## config.mk

```make
export PLATFORM = sky130hd
export DESIGN_NAME = etl_ctrl_flat
export DESIGN_NICKNAME = d
export VERILOG_FILES = /design/src/rtl/core/etl_pkg.sv /design/src/rtl/core/etl_if.sv /design/src/rtl/core/etl_ctrl.sv /design/src/flat_wrapper.sv
export SDC_FILE = /design/constraint.sdc
export NUM_CORES = 1
export LEC_CHECK = 0
export ABC_AREA = 1
export BUFFER_PORTS_ARGS = -buffer_cell sky130_fd_sc_hd__buf_2
export CAP_MARGIN = 20
export CELL_PAD_IN_SITES_DETAIL_PLACEMENT = 1
export CELL_PAD_IN_SITES_GLOBAL_PLACEMENT = 1
export CORE_MARGIN = 1
export CORE_UTILIZATION = 30
export CTS_CLUSTER_DIAMETER = 200
export DETAILED_ROUTE_END_ITERATION = 10
export GPL_ROUTABILITY_DRIVEN = 0
export PLACE_DENSITY = 0.69
export SETUP_SLACK_MARGIN = 0.05
export SYNTH_ARGS = -nofsm -noshare
export SYNTH_HDL_FRONTEND = slang
export SYNTH_SLANG_ARGS = --single-unit
```

## constraint.sdc

```tcl
create_clock -name clk -period 4.6 [get_ports clk]
set_input_delay 0.92 -clock clk [delete_from_list [all_inputs] [get_ports clk]]
set_output_delay 0.92 -clock clk [all_outputs]
set_load 0.005 [all_outputs]
```

## src/rtl/core/etl_pkg.sv

```systemverilog
// package for the entity table: sizes, codes, entry and struct types
// no dependencies
package etl_pkg;

    localparam int ENTRIES  = 256;
    localparam int PROFILES = 6;
    localparam int IDX_W    = $clog2(ENTRIES);
    localparam int TOTAL_W  = 9;
    localparam int SLOT_W   = 8;
    localparam int ID_W     = 24;
    localparam int PROF_W   = 3;

    typedef enum logic [1:0] {
        CMD_LOOKUP = 2'd0,
        CMD_ALLOC  = 2'd1,
        CMD_WRITE  = 2'd2,
        CMD_CLEAR  = 2'd3
    } cmd_t;

    typedef enum logic [2:0] {
        ST_FOUND     = 3'd0,
        ST_INSERTED  = 3'd1,
        ST_NOT_FOUND = 3'd2,
        ST_FULL      = 3'd3,
        ST_BAD       = 3'd4,
        ST_WRITTEN   = 3'd5,
        ST_CLEARED   = 3'd6
    } status_t;

    typedef enum logic [2:0] {
        S_IDLE,
        S_SCAN,
        S_WRD,
        S_WRU,
        S_RESP
    } state_t;

    // one table entry: profile in the top bits, then type, then id
    typedef struct packed {
        logic [PROF_W-1:0] profile;
        logic              etype;
        logic [ID_W-1:0]   id;
    } entry_t;

    typedef struct packed {
        logic             rd_en;
        logic [IDX_W-1:0] rd_addr;
        logic             wr_en;
        logic [IDX_W-1:0] wr_addr;
        entry_t           wr_data;
        logic             clear_all;
    } mem_req_t;

    typedef struct packed {
        logic             valid;
        logic [IDX_W-1:0] addr;
        entry_t           data;
    } mem_rsp_t;

    typedef struct packed {
        status_t            status;
        logic [SLOT_W-1:0]  slot;
        logic [PROF_W-1:0]  profile;
        logic [TOTAL_W-1:0] indiv;
        logic [TOTAL_W-1:0] group;
    } res_t;

    localparam logic [IDX_W-1:0] LAST_IDX = IDX_W'(ENTRIES - 1);

    // slot_index field to table index
    function automatic logic [IDX_W-1:0] to_idx(input logic [SLOT_W-1:0] v);
        logic [31:0] w;
        w = 32'(v);
        return w[IDX_W-1:0];
    endfunction

    // table index to slot field, low bits only
    function automatic logic [SLOT_W-1:0] to_slot(input logic [IDX_W-1:0] v);
        logic [31:0] w;
        w = 32'(v);
        return w[SLOT_W-1:0];
    endfunction

endpackage

```

## src/rtl/core/etl_if.sv

```systemverilog
// command and response channel interfaces of the entity table
// no dependencies
interface etl_cmd_if;
    logic        valid;
    logic        ready;
    logic [1:0]  command;
    logic [23:0] ent_id;
    logic        ent_kind;
    logic [2:0]  prof_num;
    logic [7:0]  slot_index;

    modport source (
        output valid, command, ent_id, ent_kind, prof_num, slot_index,
        input  ready
    );
    modport sink (
        input  valid, command, ent_id, ent_kind, prof_num, slot_index,
        output ready
    );
endinterface


```

## src/rtl/core/etl_ctrl.sv

```systemverilog
// command sequencer: table scan, first-free insert, direct write, clear, counts
// depends on etl_pkg, etl_if
module etl_ctrl
    import etl_pkg::*;
(
    input  logic      clk,
    input  logic      rst_n,
    etl_cmd_if.sink   cmd,
    output mem_req_t  mem_req,
    input  mem_rsp_t  mem_rsp,
    output logic      res_valid,
    input  logic      res_ready,
    output res_t      res
);

    state_t             state_reg, state_next;
    cmd_t               cmd_reg, cmd_next;
    logic [ID_W-1:0]    id_reg, id_next;
    logic               type_reg, type_next;
    logic [PROF_W-1:0]  prof_reg, prof_next;
    logic [IDX_W-1:0]   idx_reg, idx_next;
    logic [IDX_W-1:0]   scan_reg, scan_next;
    logic               scan_done_reg, scan_done_next;
    logic               pend_reg, pend_next;
    logic               free_found_reg, free_found_next;
    logic [IDX_W-1:0]   free_idx_reg, free_idx_next;
    status_t            status_reg, status_next;
    logic [IDX_W-1:0]   slot_reg, slot_next;
    logic [PROF_W-1:0]  rprof_reg, rprof_next;
    logic [TOTAL_W-1:0] indiv_reg, indiv_next;
    logic [TOTAL_W-1:0] group_reg, group_next;

    logic               hit;
    logic               have_free;
    logic [IDX_W-1:0]   fidx;
    logic [TOTAL_W-1:0] inc_i, inc_g, dec_i, dec_g;

    // state and working registers
    always_ff @(posedge clk or negedge rst_n)
    begin
        if (!rst_n)
        begin
            state_reg      <= S_IDLE;
            scan_done_reg  <= 1'b0;
            pend_reg       <= 1'b0;
            free_found_reg <= 1'b0;
            indiv_reg      <= '0;
            group_reg      <= '0;
        end
        else
        begin
            state_reg      <= state_next;
            scan_done_reg  <= scan_done_next;
            pend_reg       <= pend_next;
            free_found_reg <= free_found_next;
            indiv_reg      <= indiv_next;
            group_reg      <= group_next;
        end
    end

    // latched command fields and pending result
    always_ff @(posedge clk)
    begin
        cmd_reg      <= cmd_next;
        id_reg       <= id_next;
        type_reg     <= type_next;
        prof_reg     <= prof_next;
        idx_reg      <= idx_next;
        scan_reg     <= scan_next;
        free_idx_reg <= free_idx_next;
        status_reg   <= status_next;
        slot_reg     <= slot_next;
        rprof_reg    <= rprof_next;
    end

    // key match and free slot choice on the entry coming back from memory
    assign hit       = mem_rsp.valid && (mem_rsp.data.etype == type_reg)
                       && (mem_rsp.data.id == id_reg);
    assign have_free = free_found_reg || !mem_rsp.valid;
    assign fidx      = free_found_reg ? free_idx_reg : mem_rsp.addr;

    // count adjust terms for an insert or a direct write
    assign inc_i = TOTAL_W'(!type_reg);
    assign inc_g = TOTAL_W'(type_reg);
    assign dec_i = TOTAL_W'(mem_rsp.valid && !mem_rsp.data.etype);
    assign dec_g = TOTAL_W'(mem_rsp.valid && mem_rsp.data.etype);

    // next state and outputs
    always_comb
    begin
        state_next      = state_reg;
        cmd_next        = cmd_reg;
        id_next         = id_reg;
        type_next       = type_reg;
        prof_next       = prof_reg;
        idx_next        = idx_reg;
        scan_next       = scan_reg;
        scan_done_next  = scan_done_reg;
        pend_next       = pend_reg;
        free_found_next = free_found_reg;
        free_idx_next   = free_idx_reg;
        status_next     = status_reg;
        slot_next       = slot_reg;
        rprof_next      = rprof_reg;
        indiv_next      = indiv_reg;
        group_next      = group_reg;
        mem_req         = '0;
        res_valid       = 1'b0;
        cmd.ready       = 1'b0;

        case (state_reg)
            S_IDLE:
            begin
                cmd.ready = 1'b1;
                if (cmd.valid)
                begin
                    cmd_next        = cmd_t'(cmd.command);
                    id_next         = cmd.ent_id;
                    type_next       = cmd.ent_kind;
                    prof_next       = cmd.prof_num;
                    idx_next        = to_idx(cmd.slot_index);
                    scan_next       = '0;
                    scan_done_next  = 1'b0;
                    pend_next       = 1'b0;
                    free_found_next = 1'b0;
                    slot_next       = '0;
                    rprof_next      = '0;
                    case (cmd_t'(cmd.command))
                        CMD_LOOKUP:
                        begin
                            state_next = S_SCAN;
                        end
                        CMD_ALLOC:
                        begin
                            if (32'(cmd.prof_num) >= 32'(PROFILES))
                            begin
                                status_next = ST_BAD;
                                state_next  = S_RESP;
                            end
                            else
                            begin
                                state_next = S_SCAN;
                            end
                        end
                        CMD_WRITE:
                        begin
                            if (32'(cmd.slot_index) >= 32'(ENTRIES)
                                || 32'(cmd.prof_num) >= 32'(PROFILES))
                            begin
                                status_next = ST_BAD;
                                state_next  = S_RESP;
                            end
                            else
                            begin
                                state_next = S_WRD;
                            end
                        end
                        CMD_CLEAR:
                        begin
                            mem_req.clear_all = 1'b1;
                            indiv_next        = '0;
                            group_next        = '0;
                            status_next       = ST_CLEARED;
                            state_next        = S_RESP;
                        end
                        default:
                        begin
                            state_next = S_IDLE;
                        end
                    endcase
                end
            end

            S_SCAN:
            begin
                // issue one read per cycle until the last slot
                if (!scan_done_reg)
                begin
                    mem_req.rd_en   = 1'b1;
                    mem_req.rd_addr = scan_reg;
                    if (scan_reg == LAST_IDX)
                    begin
                        scan_done_next = 1'b1;
                    end
                    else
                    begin
                        scan_next = scan_reg + 1'b1;
                    end
                end
                pend_next = !scan_done_reg;

                // check the entry read in the previous cycle
                if (pend_reg)
                begin
                    if (hit)
                    begin
                        status_next = ST_FOUND;
                        slot_next   = mem_rsp.addr;
                        rprof_next  = mem_rsp.data.profile;
                        state_next  = S_RESP;
                    end
                    else
                    begin
                        if (!mem_rsp.valid && !free_found_reg)
                        begin
                            free_found_next = 1'b1;
                            free_idx_next   = mem_rsp.addr;
                        end
                        if (mem_rsp.addr == LAST_IDX)
                        begin
                            state_next = S_RESP;
                            if (cmd_reg != CMD_ALLOC)
                            begin
                                status_next = ST_NOT_FOUND;
                            end
                            else if (have_free)
                            begin
                                mem_req.wr_en   = 1'b1;
                                mem_req.wr_addr = fidx;
                                mem_req.wr_data = '{profile: prof_reg, etype: type_reg,
                                                    id: id_reg};
                                indiv_next      = indiv_reg + inc_i;
                                group_next      = group_reg + inc_g;
                                status_next     = ST_INSERTED;
                                slot_next       = fidx;
                                rprof_next      = prof_reg;
                            end
                            else
                            begin
                                status_next = ST_FULL;
                            end
                        end
                    end
                end
            end

            S_WRD:
            begin
                // fetch the old entry to learn its type
                mem_req.rd_en   = 1'b1;
                mem_req.rd_addr = idx_reg;
                state_next      = S_WRU;
            end

            S_WRU:
            begin
                mem_req.wr_en   = 1'b1;
                mem_req.wr_addr = idx_reg;
                mem_req.wr_data = '{profile: prof_reg, etype: type_reg, id: id_reg};
                indiv_next      = indiv_reg + inc_i - dec_i;
                group_next      = group_reg + inc_g - dec_g;
                status_next     = ST_WRITTEN;
                slot_next       = idx_reg;
                rprof_next      = prof_reg;
                state_next      = S_RESP;
            end

            S_RESP:
            begin
                res_valid = 1'b1;
                if (res_ready)
                begin
                    state_next = S_IDLE;
                end
            end

            default:
            begin
                state_next = S_IDLE;
            end
        endcase
    end

    assign res.status  = status_reg;
    assign res.slot    = to_slot(slot_reg);
    assign res.profile = rprof_reg;
    assign res.indiv   = indiv_reg;
    assign res.group   = group_reg;

endmodule

```

## src/flat_wrapper.sv

```systemverilog
// flat-port wrapper written by rule: the top's interface ports become plain ports
module etl_ctrl_flat import etl_pkg::*;
  (clk, rst_n, mem_req, mem_rsp, res_valid, res_ready, res, cmd_valid, cmd_command, cmd_ent_id, cmd_ent_kind, cmd_prof_num, cmd_slot_index, cmd_ready);
  etl_cmd_if cmd_i ();
  input  logic clk;
  input  logic rst_n;
  output mem_req_t mem_req;
  input  mem_rsp_t mem_rsp;
  output logic res_valid;
  input  logic res_ready;
  output res_t res;
  input wire logic [$bits(cmd_i.valid)-1:0] cmd_valid;
  input wire logic [$bits(cmd_i.command)-1:0] cmd_command;
  input wire logic [$bits(cmd_i.ent_id)-1:0] cmd_ent_id;
  input wire logic [$bits(cmd_i.ent_kind)-1:0] cmd_ent_kind;
  input wire logic [$bits(cmd_i.prof_num)-1:0] cmd_prof_num;
  input wire logic [$bits(cmd_i.slot_index)-1:0] cmd_slot_index;
  output wire logic [$bits(cmd_i.ready)-1:0] cmd_ready;
  assign cmd_i.valid = cmd_valid;
  assign cmd_i.command = cmd_command;
  assign cmd_i.ent_id = cmd_ent_id;
  assign cmd_i.ent_kind = cmd_ent_kind;
  assign cmd_i.prof_num = cmd_prof_num;
  assign cmd_i.slot_index = cmd_slot_index;
  assign cmd_ready = cmd_i.ready;
  etl_ctrl u_core (.clk(clk), .rst_n(rst_n), .cmd(cmd_i), .mem_req(mem_req), .mem_rsp(mem_rsp), .res_valid(res_valid), .res_ready(res_ready), .res(res));
endmodule
```

==> impl_metrics.xml, run 1 <==
<?xml version="1.0" encoding="UTF-8"?>
<metrics>
  <group name="status">
    <metric name="run_status" unit="">completed</metric>
  </group>
  <group name="global_route">
    <metric name="gr-max-usage-layer" unit="">met2</metric>
    <metric name="grt_pass1_wl" unit="µm">28400</metric>
    <metric name="first_global_vias" unit="">5509</metric>
    <metric name="grt_use_met3" unit="%">3.51</metric>
    <metric name="globalRouteTotalUtil" unit="%">18.9</metric>
    <metric name="groute.layer.met1.usage" unit="%">23.3</metric>
    <metric name="grt_use_met2" unit="%">33.3</metric>
    <metric name="antenna_violations_before_repair" unit="">2</metric>
    <metric name="grt_overflow" unit="">0</metric>
    <metric name="largest_net_degree_at_the_start_of_global_routing" unit="">38</metric>
  </group>
  <group name="sta">
    <metric name="fin_ws" unit="ps">926</metric>
    <metric name="finalMaxSlewViolations" unit="">0</metric>
    <metric name="period_needed" unit="ps">3670</metric>
    <metric name="finalHoldViolations" unit="">0</metric>
    <metric name="rsz0062_at_grt" unit="">no</metric>
    <metric name="post_route_clock_period_utilization" unit="%">79.9</metric>
    <metric name="slew_headroom" unit="%">50.5</metric>
    <metric name="tns" unit="ps">0</metric>
    <metric name="finalSetupViolations" unit="">0</metric>
    <metric name="worst_slew_pin_slew" unit="ps">740</metric>
    <metric name="fin_skew" unit="ps">8.93</metric>
    <metric name="fmax" unit="GHz">0.272</metric>
    <metric name="hold_ws" unit="ps">499</metric>
  </group>
  <group name="clock_tree">
    <metric name="cts_inserted_buffers" unit="">9</metric>
    <metric name="postCtsHoldBufs" unit="">0</metric>
    <metric name="clk-insertion-delay-late" unit="ps">360</metric>
    <metric name="post_cts_resize_count" unit="">0</metric>
    <metric name="clock_transition_at_path_regs" unit="ps">80</metric>
    <metric name="tritoncts_clock_tree" unit="">done</metric>
    <metric name="cts_buffer_depth" unit="">2</metric>
    <metric name="clock_sinks" unit="">92</metric>
    <metric name="cts_post_setup_buffers_inserted" unit="">0</metric>
    <metric name="cts_root_buffer" unit="">sky130_fd_sc_hd__clkbuf_16</metric>
    <metric name="ctsHtreeMaxLevel" unit="">3</metric>
  </group>
  <group name="yosys">
    <metric name="synth_cell_type_count" unit="">34</metric>
    <metric name="synth-seq-area-share" unit="%">46.6</metric>
    <metric name="yosys_warnings" unit="">0</metric>
    <metric name="synth.net_count" unit="">836</metric>
    <metric name="synth.ff_latch_count" unit="">92</metric>
    <metric name="synth_area_per_cell" unit="µm²">7.61</metric>
    <metric name="netlist_instances" unit="">745</metric>
    <metric name="syn_area" unit="µm²">5670</metric>
  </group>
  <group name="cells_and_area">
    <metric name="layout-drive-gt1-share" unit="%">22.2</metric>
    <metric name="largest_register_ff_count" unit="">24</metric>
    <metric name="synthToLayoutAreaGrowth" unit="%">23.4</metric>
    <metric name="mostFrequentLayoutCell" unit="">sky130_fd_sc_hd__nand2_1</metric>
    <metric name="layout.core_utilization" unit="%">38.3</metric>
    <metric name="layout.cell_area.non_filler" unit="µm²">7000</metric>
    <metric name="finish.cell_count_without_fillers" unit="">1140</metric>
    <metric name="layout.filler_cells" unit="">2317</metric>
    <metric name="final_net_count" unit="">995</metric>
    <metric name="layout.cells.most_common_list" unit="">sky130_fd_sc_hd__nand2_1, sky130_fd_sc_hd__buf_2, sky130_fd_sc_hd__inv_1</metric>
  </group>
  <group name="run">
    <metric name="max_cap_violations" unit="">0</metric>
  </group>
  <group name="hold_path">
    <metric name="hp-class" unit="">flop to flop</metric>
    <metric name="worstHoldPathCells" unit="">2</metric>
  </group>
  <group name="setup_path">
    <metric name="worst_path_largest_cell_delay" unit="ps">570</metric>
    <metric name="timing.critical_path.to_type" unit="">output port</metric>
    <metric name="cpMostUsedCell" unit="">sky130_fd_sc_hd__inv_2</metric>
    <metric name="crit_required" unit="ps">3680</metric>
    <metric name="worst_path_max_delay_cell" unit="">sky130_fd_sc_hd__dfrtp_1</metric>
    <metric name="critical_path.n_buffers_inverters" unit="">3</metric>
    <metric name="cpLargestDelayFamily" unit="">simple AND/OR/NAND/NOR gates</metric>
    <metric name="critical_path_depth" unit="">8</metric>
    <metric name="worst_setup_path_startpoint" unit="">u_core.state_reg[1]</metric>
    <metric name="r2r_end" unit="">u_core.free_idx_reg[6]</metric>
    <metric name="path_depth_of_the_worst_reg2reg_path" unit="">5</metric>
    <metric name="r2r-start" unit="">u_core.state_reg[1]</metric>
    <metric name="timing.setup.critical_path_class" unit="">flop to output port</metric>
    <metric name="reg2reg_setup_slack" unit="ps">1670</metric>
    <metric name="cp-endpoint" unit="">mem_req[22]</metric>
    <metric name="timing.critical_path.arrival" unit="ps">2750</metric>
    <metric name="path_cells" unit="">nor2_8 &gt; inv_2 &gt; nor2_2 &gt; inv_2 &gt; nor2_4 &gt; nand2_4 &gt; a21boi_0 &gt; buf_2</metric>
    <metric name="critPathMaxFanout" unit="">37</metric>
    <metric name="critPathLaunchType" unit="">flop</metric>
  </group>
  <group name="floorplan">
    <metric name="die_area" unit="µm²">19500</metric>
    <metric name="num_rows" unit="">49</metric>
    <metric name="die_y" unit="µm">140</metric>
    <metric name="starting_density_of_the_core" unit="%">31.1</metric>
    <metric name="core_ar" unit="µm²">18300</metric>
    <metric name="die_width" unit="µm">140</metric>
    <metric name="ioPinCount" unit="">160</metric>
  </group>
  <group name="power">
    <metric name="power.density" unit="nW/µm²">251</metric>
    <metric name="irDropWorstVdd" unit="µV">170</metric>
    <metric name="fin_total_pwr" unit="mW">1.76</metric>
    <metric name="p_leak" unit="nW">3.60</metric>
  </group>
  <group name="routing">
    <metric name="via_count" unit="">5361</metric>
    <metric name="drcViolationCount" unit="">0</metric>
    <metric name="final_antenna_net_count" unit="">0</metric>
    <metric name="viasPerCell" unit="">4.70</metric>
    <metric name="avgRoutedWirePerCell" unit="µm">15.5</metric>
    <metric name="drt_pass1_iterations" unit="">4</metric>
    <metric name="dr.first_iter.drc_count" unit="">195</metric>
    <metric name="route.final.wire_length" unit="µm">17700</metric>
  </group>
  <group name="placed_design">
    <metric name="dpl_worst_slack" unit="ps">949</metric>
    <metric name="placed_cells" unit="">1122</metric>
    <metric name="area_post_placement" unit="µm²">6710</metric>
    <metric name="dp_hpwl" unit="µm">13500</metric>
    <metric name="placement.io_buffers" unit="">159</metric>
  </group>
</metrics>
worst reg2reg max path: cells and delay by family (launching register included):
family / cells / cell delay, ps
compound gates: 1 / 240
buf+inv: 1 / 190
flops: 1 / 570
simple gates: 3 / 1550
logic make-up (layout without fill, tap and decap cells):
family	Yosys count	in the layout	synth area share [%]
compound gates	90	90	8.84
xor+xnor	19	19	2.93
fa+ha+maj	12	12	2.65
buf+inv	133	297	9.29
flops	92	92	46.6
mux	2	2	0.353
other cells	0	2	0
simple gates	397	397	29.4
worst min path at each step:
stage                          startpoint               to  slack, ps
after global routing      u_core.pend_reg  u_core.pend_reg        550
final                     u_core.pend_reg  u_core.pend_reg        500
after CTS                 u_core.pend_reg  u_core.pend_reg        500
after floorplan           u_core.pend_reg  u_core.pend_reg        440
after global placement    u_core.pend_reg  u_core.pend_reg        460
after detailed placement  u_core.pend_reg  u_core.pend_reg        480
power breakdown:
part,internal [mW],switching (mW)
Combinational,0.0438,0.0582
Clock,0.382,0.381
Sequential,0.890,0.00198
Total,1.32,0.441
final cells by class:
class | count | area, µm² | share of cell area (%)
antenna | 2 | 5.00 | 0.0715
clock buffer | 9 | 225 | 3.22
clock inverter | 7 | 61.3 | 0.876
inverter | 118 | 443 | 6.33
multi-input combinational | 520 | 2510 | 35.9
sequential | 92 | 2640 | 37.7
tap | 229 | 287 | 4.09
timing repair buffer | 163 | 826 | 11.8
per-layer routing:
layer	wire (µm)	share of wire [%]	vias to the layer above
met4	209	1.2	0
met1	7950	45	2551
li1	-	-	2683
met3	711	4.0	15
met5	0	0	-
met2	8850	50	112
cells in the mapped netlist:
cell	count	area share [%]
sky130_fd_sc_hd__xnor2_1	11	1.7
sky130_fd_sc_hd__xor2_1	8	1.2
sky130_fd_sc_hd__dfrtp_1	24	11
sky130_fd_sc_hd__nor3_1	5	0.44
sky130_fd_sc_hd__ha_1	12	2.6
sky130_fd_sc_hd__edfxtp_1	68	36
sky130_fd_sc_hd__o211ai_1	1	0.13
sky130_fd_sc_hd__clkbuf_1	8	0.53
sky130_fd_sc_hd__nor3_2	1	0.18
sky130_fd_sc_hd__nand4_1	8	0.88
sky130_fd_sc_hd__nand3b_1	4	0.53
sky130_fd_sc_hd__o21ai_1	14	1.2
sky130_fd_sc_hd__nor2_8	1	0.35
sky130_fd_sc_hd__nor2_1	65	4.3
sky130_fd_sc_hd__inv_1	112	7.4
sky130_fd_sc_hd__nand2_4	4	0.79
sky130_fd_sc_hd__o21ai_0	27	2.4
sky130_fd_sc_hd__a21oi_1	32	2.8
sky130_fd_sc_hd__mux2i_1	2	0.35
sky130_fd_sc_hd__o22ai_1	3	0.33
sky130_fd_sc_hd__buf_2	4	0.35
sky130_fd_sc_hd__or2_1	1	0.11
sky130_fd_sc_hd__o211ai_2	1	0.22
sky130_fd_sc_hd__and2_1	2	0.22
sky130_fd_sc_hd__inv_2	6	0.40
sky130_fd_sc_hd__nor2_2	9	0.99
sky130_fd_sc_hd__a21boi_0	6	0.79
sky130_fd_sc_hd__nand2_1	262	17
sky130_fd_sc_hd__o21bai_1	3	0.40
sky130_fd_sc_hd__nand3_1	33	2.9
sky130_fd_sc_hd__nor4_1	1	0.11
sky130_fd_sc_hd__buf_6	3	0.60
sky130_fd_sc_hd__a32o_1	3	0.53
sky130_fd_sc_hd__nor2_4	1	0.20
No activity file was read; power rests on OpenSTA's default activity.
==> run 2: changes to the inputs <==
--- a/config.mk
+++ b/config.mk
@@ -5,7 +5,7 @@
 export SDC_FILE = /design/constraint.sdc
 export NUM_CORES = 1
 export LEC_CHECK = 0
-export ABC_AREA = 1
+export ABC_AREA = 0
 export BUFFER_PORTS_ARGS = -buffer_cell sky130_fd_sc_hd__buf_2
 export CAP_MARGIN = 20
 export CELL_PAD_IN_SITES_DETAIL_PLACEMENT = 1
@@ -15,7 +15,7 @@
 export CTS_CLUSTER_DIAMETER = 200
 export DETAILED_ROUTE_END_ITERATION = 10
 export GPL_ROUTABILITY_DRIVEN = 0
-export PLACE_DENSITY = 0.69
+export PLACE_DENSITY = 0.68
 export SETUP_SLACK_MARGIN = 0.05
 export SYNTH_ARGS = -nofsm -noshare
 export SYNTH_HDL_FRONTEND = slang
==> constraint.sdc (replaced) <==
create_clock -name clk -period 3 [get_ports clk]
set_input_delay 0.6 -clock clk [delete_from_list [all_inputs] [get_ports clk]]
set_output_delay 0.6 -clock clk [all_outputs]
set_load 0.005 [all_outputs]
==> impl_metrics.xml, run 2 <==
<?xml version="1.0" encoding="UTF-8"?>
<metrics>
  <group name="status">
    <metric name="run_status" unit="">completed</metric>
  </group>
  <group name="sta">
    <metric name="finalSetupViolations" unit="">0</metric>
    <metric name="tns" unit="ps">0</metric>
    <metric name="fmax" unit="GHz">0.353</metric>
    <metric name="fin_skew" unit="ps">8.35</metric>
    <metric name="slew_headroom" unit="%">43.0</metric>
    <metric name="rsz0062_at_grt" unit="">no</metric>
    <metric name="worst_slew_pin_slew" unit="ps">853</metric>
    <metric name="finalHoldViolations" unit="">0</metric>
    <metric name="post_route_clock_period_utilization" unit="%">94.4</metric>
    <metric name="finalMaxSlewViolations" unit="">0</metric>
    <metric name="period_needed" unit="ps">2830</metric>
  </group>
  <group name="cells_and_area">
    <metric name="synthToLayoutAreaGrowth" unit="%">30.0</metric>
    <metric name="layout.filler_cells" unit="">1907</metric>
    <metric name="final_net_count" unit="">745</metric>
    <metric name="layout.area.seq" unit="µm²">2640</metric>
    <metric name="layout.cells.most_common_list" unit="">sky130_fd_sc_hd__buf_2, sky130_fd_sc_hd__edfxtp_1, sky130_fd_sc_hd__nor2_1</metric>
    <metric name="layout.cell_area.non_filler" unit="µm²">6760</metric>
    <metric name="largest_register_ff_count" unit="">24</metric>
    <metric name="layout-drive-gt1-share" unit="%">33.1</metric>
    <metric name="multiInputGateArea" unit="µm²">2490</metric>
    <metric name="mostFrequentLayoutCell" unit="">sky130_fd_sc_hd__buf_2</metric>
  </group>
  <group name="clock_tree">
    <metric name="cts_buffer_depth" unit="">2</metric>
    <metric name="clk-insertion-delay-late" unit="ps">350</metric>
    <metric name="clock_sinks" unit="">92</metric>
    <metric name="ctsHtreeMaxLevel" unit="">3</metric>
    <metric name="tritoncts_clock_tree" unit="">done</metric>
    <metric name="cts_inserted_buffers" unit="">9</metric>
    <metric name="cts_root_buffer" unit="">sky130_fd_sc_hd__clkbuf_16</metric>
    <metric name="clock_transition_at_path_regs" unit="ps">70</metric>
    <metric name="postCtsHoldBufs" unit="">0</metric>
  </group>
  <group name="power">
    <metric name="irDropWorstVdd" unit="µV">238</metric>
    <metric name="power.density" unit="nW/µm²">403</metric>
    <metric name="p_leak" unit="nW">2.90</metric>
  </group>
  <group name="yosys">
    <metric name="synth_enable_flop_cells" unit="">68</metric>
    <metric name="synth_area_per_cell" unit="µm²">10.9</metric>
    <metric name="synth-seq-area-share" unit="%">50.8</metric>
    <metric name="synth.ff_latch_count" unit="">92</metric>
    <metric name="synth_ff_type" unit="">sky130_fd_sc_hd__edfxtp_1</metric>
    <metric name="synth.area.top_cells" unit="">sky130_fd_sc_hd__edfxtp_1, sky130_fd_sc_hd__dfrtp_1, sky130_fd_sc_hd__mux2i_1</metric>
    <metric name="synth.net_count" unit="">569</metric>
    <metric name="most_frequent_cell_after_synthesis" unit="">sky130_fd_sc_hd__edfxtp_1</metric>
    <metric name="synth_cell_type_count" unit="">60</metric>
    <metric name="synth_top_cell_by_area" unit="">sky130_fd_sc_hd__edfxtp_1</metric>
    <metric name="yosysTopAreaCellShare" unit="%">39.3</metric>
    <metric name="yosys_warnings" unit="">0</metric>
    <metric name="netlist_instances" unit="">478</metric>
    <metric name="synth_common_cells" unit="">sky130_fd_sc_hd__edfxtp_1, sky130_fd_sc_hd__nor2_1, sky130_fd_sc_hd__and2_1</metric>
    <metric name="syn_area" unit="µm²">5200</metric>
    <metric name="postSynth.asyncResetShare" unit="%">26.1</metric>
  </group>
  <group name="routing">
    <metric name="route.final.wire_length" unit="µm">15900</metric>
    <metric name="drt_pass1_iterations" unit="">4</metric>
    <metric name="drcViolationCount" unit="">0</metric>
    <metric name="via_count" unit="">4417</metric>
    <metric name="avgRoutedWirePerCell" unit="µm">18.1</metric>
    <metric name="viasPerCell" unit="">5.03</metric>
    <metric name="final_antenna_net_count" unit="">0</metric>
    <metric name="dr.first_iter.drc_count" unit="">151</metric>
  </group>
  <group name="placed_design">
    <metric name="area_post_placement" unit="µm²">6380</metric>
    <metric name="placement.io_buffers" unit="">159</metric>
    <metric name="dp_hpwl" unit="µm">12200</metric>
  </group>
  <group name="setup_path">
    <metric name="timing.setup.critical_path_class" unit="">flop to output port</metric>
    <metric name="timing.critical_path.arrival" unit="ps">2230</metric>
    <metric name="path_cells" unit="">xnor2_1 &gt; o2111ai_2 &gt; nor4_1 &gt; buf_4 &gt; a211oi_4 &gt; buf_12 &gt; and2_1 &gt; buf_2</metric>
    <metric name="worst_path_max_delay_cell" unit="">sky130_fd_sc_hd__edfxtp_1</metric>
    <metric name="timing.critical_path.to_type" unit="">output port</metric>
    <metric name="crit_required" unit="ps">2400</metric>
    <metric name="critPathMaxFanout" unit="">30</metric>
    <metric name="worst_path_largest_cell_delay" unit="ps">410</metric>
    <metric name="critPathLaunchType" unit="">flop</metric>
  </group>
  <group name="global_route">
    <metric name="globalRouteTotalUtil" unit="%">18.3</metric>
    <metric name="first_global_vias" unit="">4788</metric>
    <metric name="grt_overflow" unit="">0</metric>
    <metric name="antenna_violations_before_repair" unit="">1</metric>
    <metric name="largest_net_degree_at_the_start_of_global_routing" unit="">35</metric>
    <metric name="grt_pass1_wl" unit="µm">25100</metric>
  </group>
  <group name="floorplan">
    <metric name="core_ar" unit="µm²">16800</metric>
    <metric name="ioPinCount" unit="">160</metric>
    <metric name="starting_density_of_the_core" unit="%">31.0</metric>
    <metric name="num_rows" unit="">47</metric>
    <metric name="die_y" unit="µm">134</metric>
    <metric name="die_area" unit="µm²">17900</metric>
    <metric name="die_width" unit="µm">134</metric>
  </group>
  <group name="hold_path">
    <metric name="hp-class" unit="">primary input to asynchronous set/reset pin</metric>
  </group>
  <group name="run">
    <metric name="max_cap_violations" unit="">0</metric>
  </group>
</metrics>
==> run 2: cell types whose count changed in the layout (fill, tap and decap cells not counted), moves of 15 or more <==
cell and change:
sky130_fd_sc_hd__buf_4 +17, sky130_fd_sc_hd__a31oi_1 +15, sky130_fd_sc_hd__nand3_1 -23, sky130_fd_sc_hd__nand2_1 -233, sky130_fd_sc_hd__nor2_1 -31, sky130_fd_sc_hd__inv_1 -102, sky130_fd_sc_hd__mux2i_1 +21, sky130_fd_sc_hd__and2_1 +30
==> run 2: per-layer routing <==
layer | global-route usage, % | vias to the layer above | routed length (µm)
li1 | - | 2137 | -
met1 | 21.4 | 2143 | 6720
met2 | 32.1 | 106 | 8100
met3 | 3.58 | 31 | 539
met4 | 8.59 | 0 | 551
met5 | 0 | - | 0
==> run 2: power breakdown <==
part           total (mW)  internal (mW)  switching [mW]
combinational       0.144         0.0698          0.0739
sequential           1.37           1.36        0.000316
clock                1.22          0.719           0.497
==> run 2: logic make-up after synthesis <==
| logic type | Yosys count | share of synthesized area (%) |
|---|---|---|
| AO/OA/AOI/OAI | 116 | 15.0 |
| XOR/XNOR | 36 | 6.06 |
| adder cells (fa/ha/maj) | 12 | 2.89 |
| buffers and inverters | 29 | 2.45 |
| flip-flops | 92 | 50.8 |
| multiplexers | 25 | 4.86 |
| AND/OR/NAND/NOR | 168 | 17.9 |
==> run 2: path summary, 6_finish.rpt <==
path                                startpoint                   to  slack [ps]  depth (start not counted)
hold / removal                           rst_n  u_core.indiv_reg[2]         260                          1
hold reg to reg            u_core.indiv_reg[8]  u_core.indiv_reg[8]         500                          1
setup reg to reg               u_core.type_reg  u_core.indiv_reg[7]         320                         10
setup / recovery             u_core.id_reg[21]           mem_req[4]         170                          8
min in group clk                cmd_ent_id[18]    u_core.id_reg[18]         420                          1
max in group asynchronous                rst_n  u_core.state_reg[0]        2320                          1
==> run 2: area by class of cell <==
| class | count | share of cell area [%] |
|---|---|---|
| Antenna cell | 1 | 0.0370 |
| Clock buffer | 9 | 3.33 |
| Clock inverter | 6 | 1.18 |
| Inverter | 11 | 0.611 |
| Multi-Input combinational cell | 357 | 36.9 |
| Sequential cell | 92 | 39.1 |
| Tap cell | 220 | 4.07 |
| Timing Repair Buffer | 183 | 14.8 |
==> run 2: timing repair <==
| action | CTS | global route |
|---|---|---|
| setup endpoints to repair | 10 | 34 |
| gates resized for setup | 2 | 12 |
| setup buffers | 0 | 1 |
| pin swaps | 0 | 4 |
==> run 2: worst max-delay path: cells and delay by family (launching register included) <==
kind	cells	cell delay (ps)
buf+inv	3	460
flops	1	410
xor+xnor	1	280
compound gates	2	250
simple gates	2	470
==> run 2: stage by stage <==
stage	hold WS (ps)	total power, mW	setup slack (ps)	instances	util [%]
finish	264	2.73	168	879	40.3
global route	307	2.81	27.7	879	40.3
CTS	288	2.75	48.0	876	39.9
detailed placement	490	1.53	3.38	861	38.1
global placement	497	1.53	65.9	861	38.1
floorplan	304	1.44	238	478	-
==> run 3: changes to the inputs <==
--- a/config.mk
+++ b/config.mk
@@ -11,11 +11,12 @@
 export CELL_PAD_IN_SITES_DETAIL_PLACEMENT = 1
 export CELL_PAD_IN_SITES_GLOBAL_PLACEMENT = 1
 export CORE_MARGIN = 1
-export CORE_UTILIZATION = 30
+export CORE_UTILIZATION = 37
+export CTS_BUF_LIST = sky130_fd_sc_hd__clkbuf_4 sky130_fd_sc_hd__clkbuf_8
 export CTS_CLUSTER_DIAMETER = 200
 export DETAILED_ROUTE_END_ITERATION = 10
 export GPL_ROUTABILITY_DRIVEN = 0
-export PLACE_DENSITY = 0.68
+export PLACE_DENSITY = 0.81
 export SETUP_SLACK_MARGIN = 0.05
 export SYNTH_ARGS = -nofsm -noshare
 export SYNTH_HDL_FRONTEND = slang
==> impl_metrics.xml, run 3 (same netlist as run 2, synthesis figures left out) <==
<?xml version="1.0" encoding="UTF-8"?>
<metrics>
  <group name="status">
    <metric name="run_status" unit="">completed</metric>
  </group>
  <group name="sta">
    <metric name="fin_skew" unit="ps">9.54</metric>
    <metric name="rsz0062_at_grt" unit="">yes</metric>
    <metric name="post_route_clock_period_utilization" unit="%">96.5</metric>
    <metric name="finalSetupViolations" unit="">0</metric>
    <metric name="fin_ws" unit="ps">104</metric>
    <metric name="finalMaxSlewViolations" unit="">0</metric>
    <metric name="hold_ws" unit="ps">225</metric>
    <metric name="finalHoldViolations" unit="">0</metric>
    <metric name="period_needed" unit="ps">2900</metric>
    <metric name="worst_slew_pin_slew" unit="ps">929</metric>
    <metric name="fmax" unit="GHz">0.345</metric>
    <metric name="slew_headroom" unit="%">37.6</metric>
  </group>
  <group name="clock_tree">
    <metric name="ctsHtreeMaxLevel" unit="">3</metric>
    <metric name="clk-insertion-delay-late" unit="ps">380</metric>
    <metric name="postCtsHoldBufs" unit="">0</metric>
    <metric name="tritoncts_clock_tree" unit="">done</metric>
    <metric name="cts_buffer_depth" unit="">2</metric>
    <metric name="cts_inserted_buffers" unit="">9</metric>
    <metric name="clock_sinks" unit="">92</metric>
    <metric name="cts_root_buffer" unit="">sky130_fd_sc_hd__clkbuf_8</metric>
    <metric name="clock_transition_at_path_regs" unit="ps">100</metric>
  </group>
  <group name="placed_design">
    <metric name="dp_hpwl" unit="µm">11900</metric>
    <metric name="placement.io_buffers" unit="">159</metric>
    <metric name="dpl_worst_slack" unit="ps">2.38</metric>
  </group>
  <group name="setup_path">
    <metric name="timing.critical_path.arrival" unit="ps">2300</metric>
    <metric name="r2r_end" unit="">u_core.indiv_reg[7]</metric>
    <metric name="crit_required" unit="ps">2400</metric>
    <metric name="critPathLaunchType" unit="">flop</metric>
    <metric name="path_depth_of_the_worst_reg2reg_path" unit="">10</metric>
    <metric name="r2r-start" unit="">u_core.type_reg</metric>
    <metric name="critPathMaxFanout" unit="">8</metric>
    <metric name="timing.setup.critical_path_class" unit="">flop to output port</metric>
    <metric name="reg2reg_setup_slack" unit="ps">290</metric>
    <metric name="timing.critical_path.to_type" unit="">output port</metric>
  </group>
  <group name="power">
    <metric name="irDropWorstVdd" unit="µV">219</metric>
    <metric name="power.density" unit="nW/µm²">348</metric>
    <metric name="p_leak" unit="nW">2.86</metric>
    <metric name="fin_total_pwr" unit="mW">2.33</metric>
  </group>
  <group name="global_route">
    <metric name="globalRouteTotalUtil" unit="%">22.3</metric>
    <metric name="first_global_vias" unit="">4862</metric>
    <metric name="largest_net_degree_at_the_start_of_global_routing" unit="">56</metric>
    <metric name="grt_overflow" unit="">0</metric>
    <metric name="antenna_violations_before_repair" unit="">1</metric>
    <metric name="grt_pass1_wl" unit="µm">24800</metric>
  </group>
  <group name="floorplan">
    <metric name="die_area" unit="µm²">14500</metric>
    <metric name="num_rows" unit="">42</metric>
    <metric name="die_width" unit="µm">121</metric>
    <metric name="ioPinCount" unit="">160</metric>
    <metric name="die_y" unit="µm">121</metric>
    <metric name="starting_density_of_the_core" unit="%">38.7</metric>
    <metric name="core_ar" unit="µm²">13500</metric>
  </group>
  <group name="run">
    <metric name="max_cap_violations" unit="">0</metric>
  </group>
  <group name="cells_and_area">
    <metric name="mostFrequentLayoutCell" unit="">sky130_fd_sc_hd__buf_2</metric>
    <metric name="final_net_count" unit="">745</metric>
    <metric name="layout-drive-gt1-share" unit="%">36.0</metric>
    <metric name="largest_register_ff_count" unit="">24</metric>
    <metric name="synthToLayoutAreaGrowth" unit="%">28.7</metric>
    <metric name="layout.cells.most_common_list" unit="">sky130_fd_sc_hd__buf_2, sky130_fd_sc_hd__edfxtp_1, sky130_fd_sc_hd__nor2_1, sky130_fd_sc_hd__and2_1, sky130_fd_sc_hd__a21oi_1</metric>
  </group>
  <group name="routing">
    <metric name="final_antenna_net_count" unit="">0</metric>
    <metric name="avgRoutedWirePerCell" unit="µm">19.2</metric>
    <metric name="viasPerCell" unit="">5.39</metric>
    <metric name="via_count" unit="">4507</metric>
    <metric name="route.final.wire_length" unit="µm">16000</metric>
    <metric name="dr.first_iter.drc_count" unit="">212</metric>
    <metric name="drcViolationCount" unit="">0</metric>
    <metric name="drt_pass1_iterations" unit="">4</metric>
  </group>
  <group name="hold_path">
    <metric name="hp-class" unit="">primary input to asynchronous set/reset pin</metric>
  </group>
</metrics>
## run 3: metal layers
metal	routed length (µm)	global-route usage, %	share of wire [%]	up-vias
met3	760	3.63	4.7	34
met2	8490	40.2	53	113
met4	451	11.2	2.8	0
met1	6340	25.3	40	2230
met5	0	0	0	-
li1	-	-	-	2130
## run 3: worst max path at each step
stage | start | slack [ps] | end
6_report | u_core.id_reg[5] | 100 | mem_req[34]
5_1_grt | u_core.id_reg[17] | -9 | mem_req[34]
4_1_cts | u_core.type_reg | 20 | mem_req[30]
3_5_place_dp | mem_rsp[36] | 2 | mem_req[30]
3_3_place_gp | mem_rsp[36] | 100 | mem_req[30]
2_1_floorplan | mem_rsp[24] | 240 | mem_req[29]
## run 3: report_power, final
part           switching, mW  internal, mW
registers           0.000461          1.36
clock network          0.469         0.349
logic                 0.0785        0.0701
total                  0.548          1.78
## run 3: area by class of cell
class,count,area (µm²)
diodes,1,2.50
clock buffers,12,153
clock inverters,4,35.0
fillers,1577,6760
inverters,11,41.3
multi-input cells,357,2590
flip-flops and latches,92,2640
well taps,176,220
repair buffers,183,1010
## run 3: stage by stage
step / setup TNS [ps] / utilization [%] / cell area, µm² / std cells
after CTS: 0 / 48.4 / 6510 / 831
after floorplan: 0 / - / 5200 / 478
after global placement: 0 / 46.7 / 6280 / 813
final: 0 / 49.8 / 6690 / 836
after detailed placement: 0 / 46.7 / 6280 / 813
after global routing: -9.27 / 49.8 / 6690 / 836
## run 3: what timing repair did
item	in CTS	in global routing
resized for setup	5	30
setup buffers	2	2
setup endpoints to repair	44	37
pin swaps	0	11
cloned	0	1
## run 3: worst max-delay path: stages (launching register included)
cell and delay, ps:
sky130_fd_sc_hd__edfxtp_1 460, sky130_fd_sc_hd__xor2_2 270, sky130_fd_sc_hd__nor4_2 60, sky130_fd_sc_hd__nand4_1 160
sky130_fd_sc_hd__nor2_2 80, sky130_fd_sc_hd__or4b_4 570, sky130_fd_sc_hd__o21ai_2 190, sky130_fd_sc_hd__buf_2 140
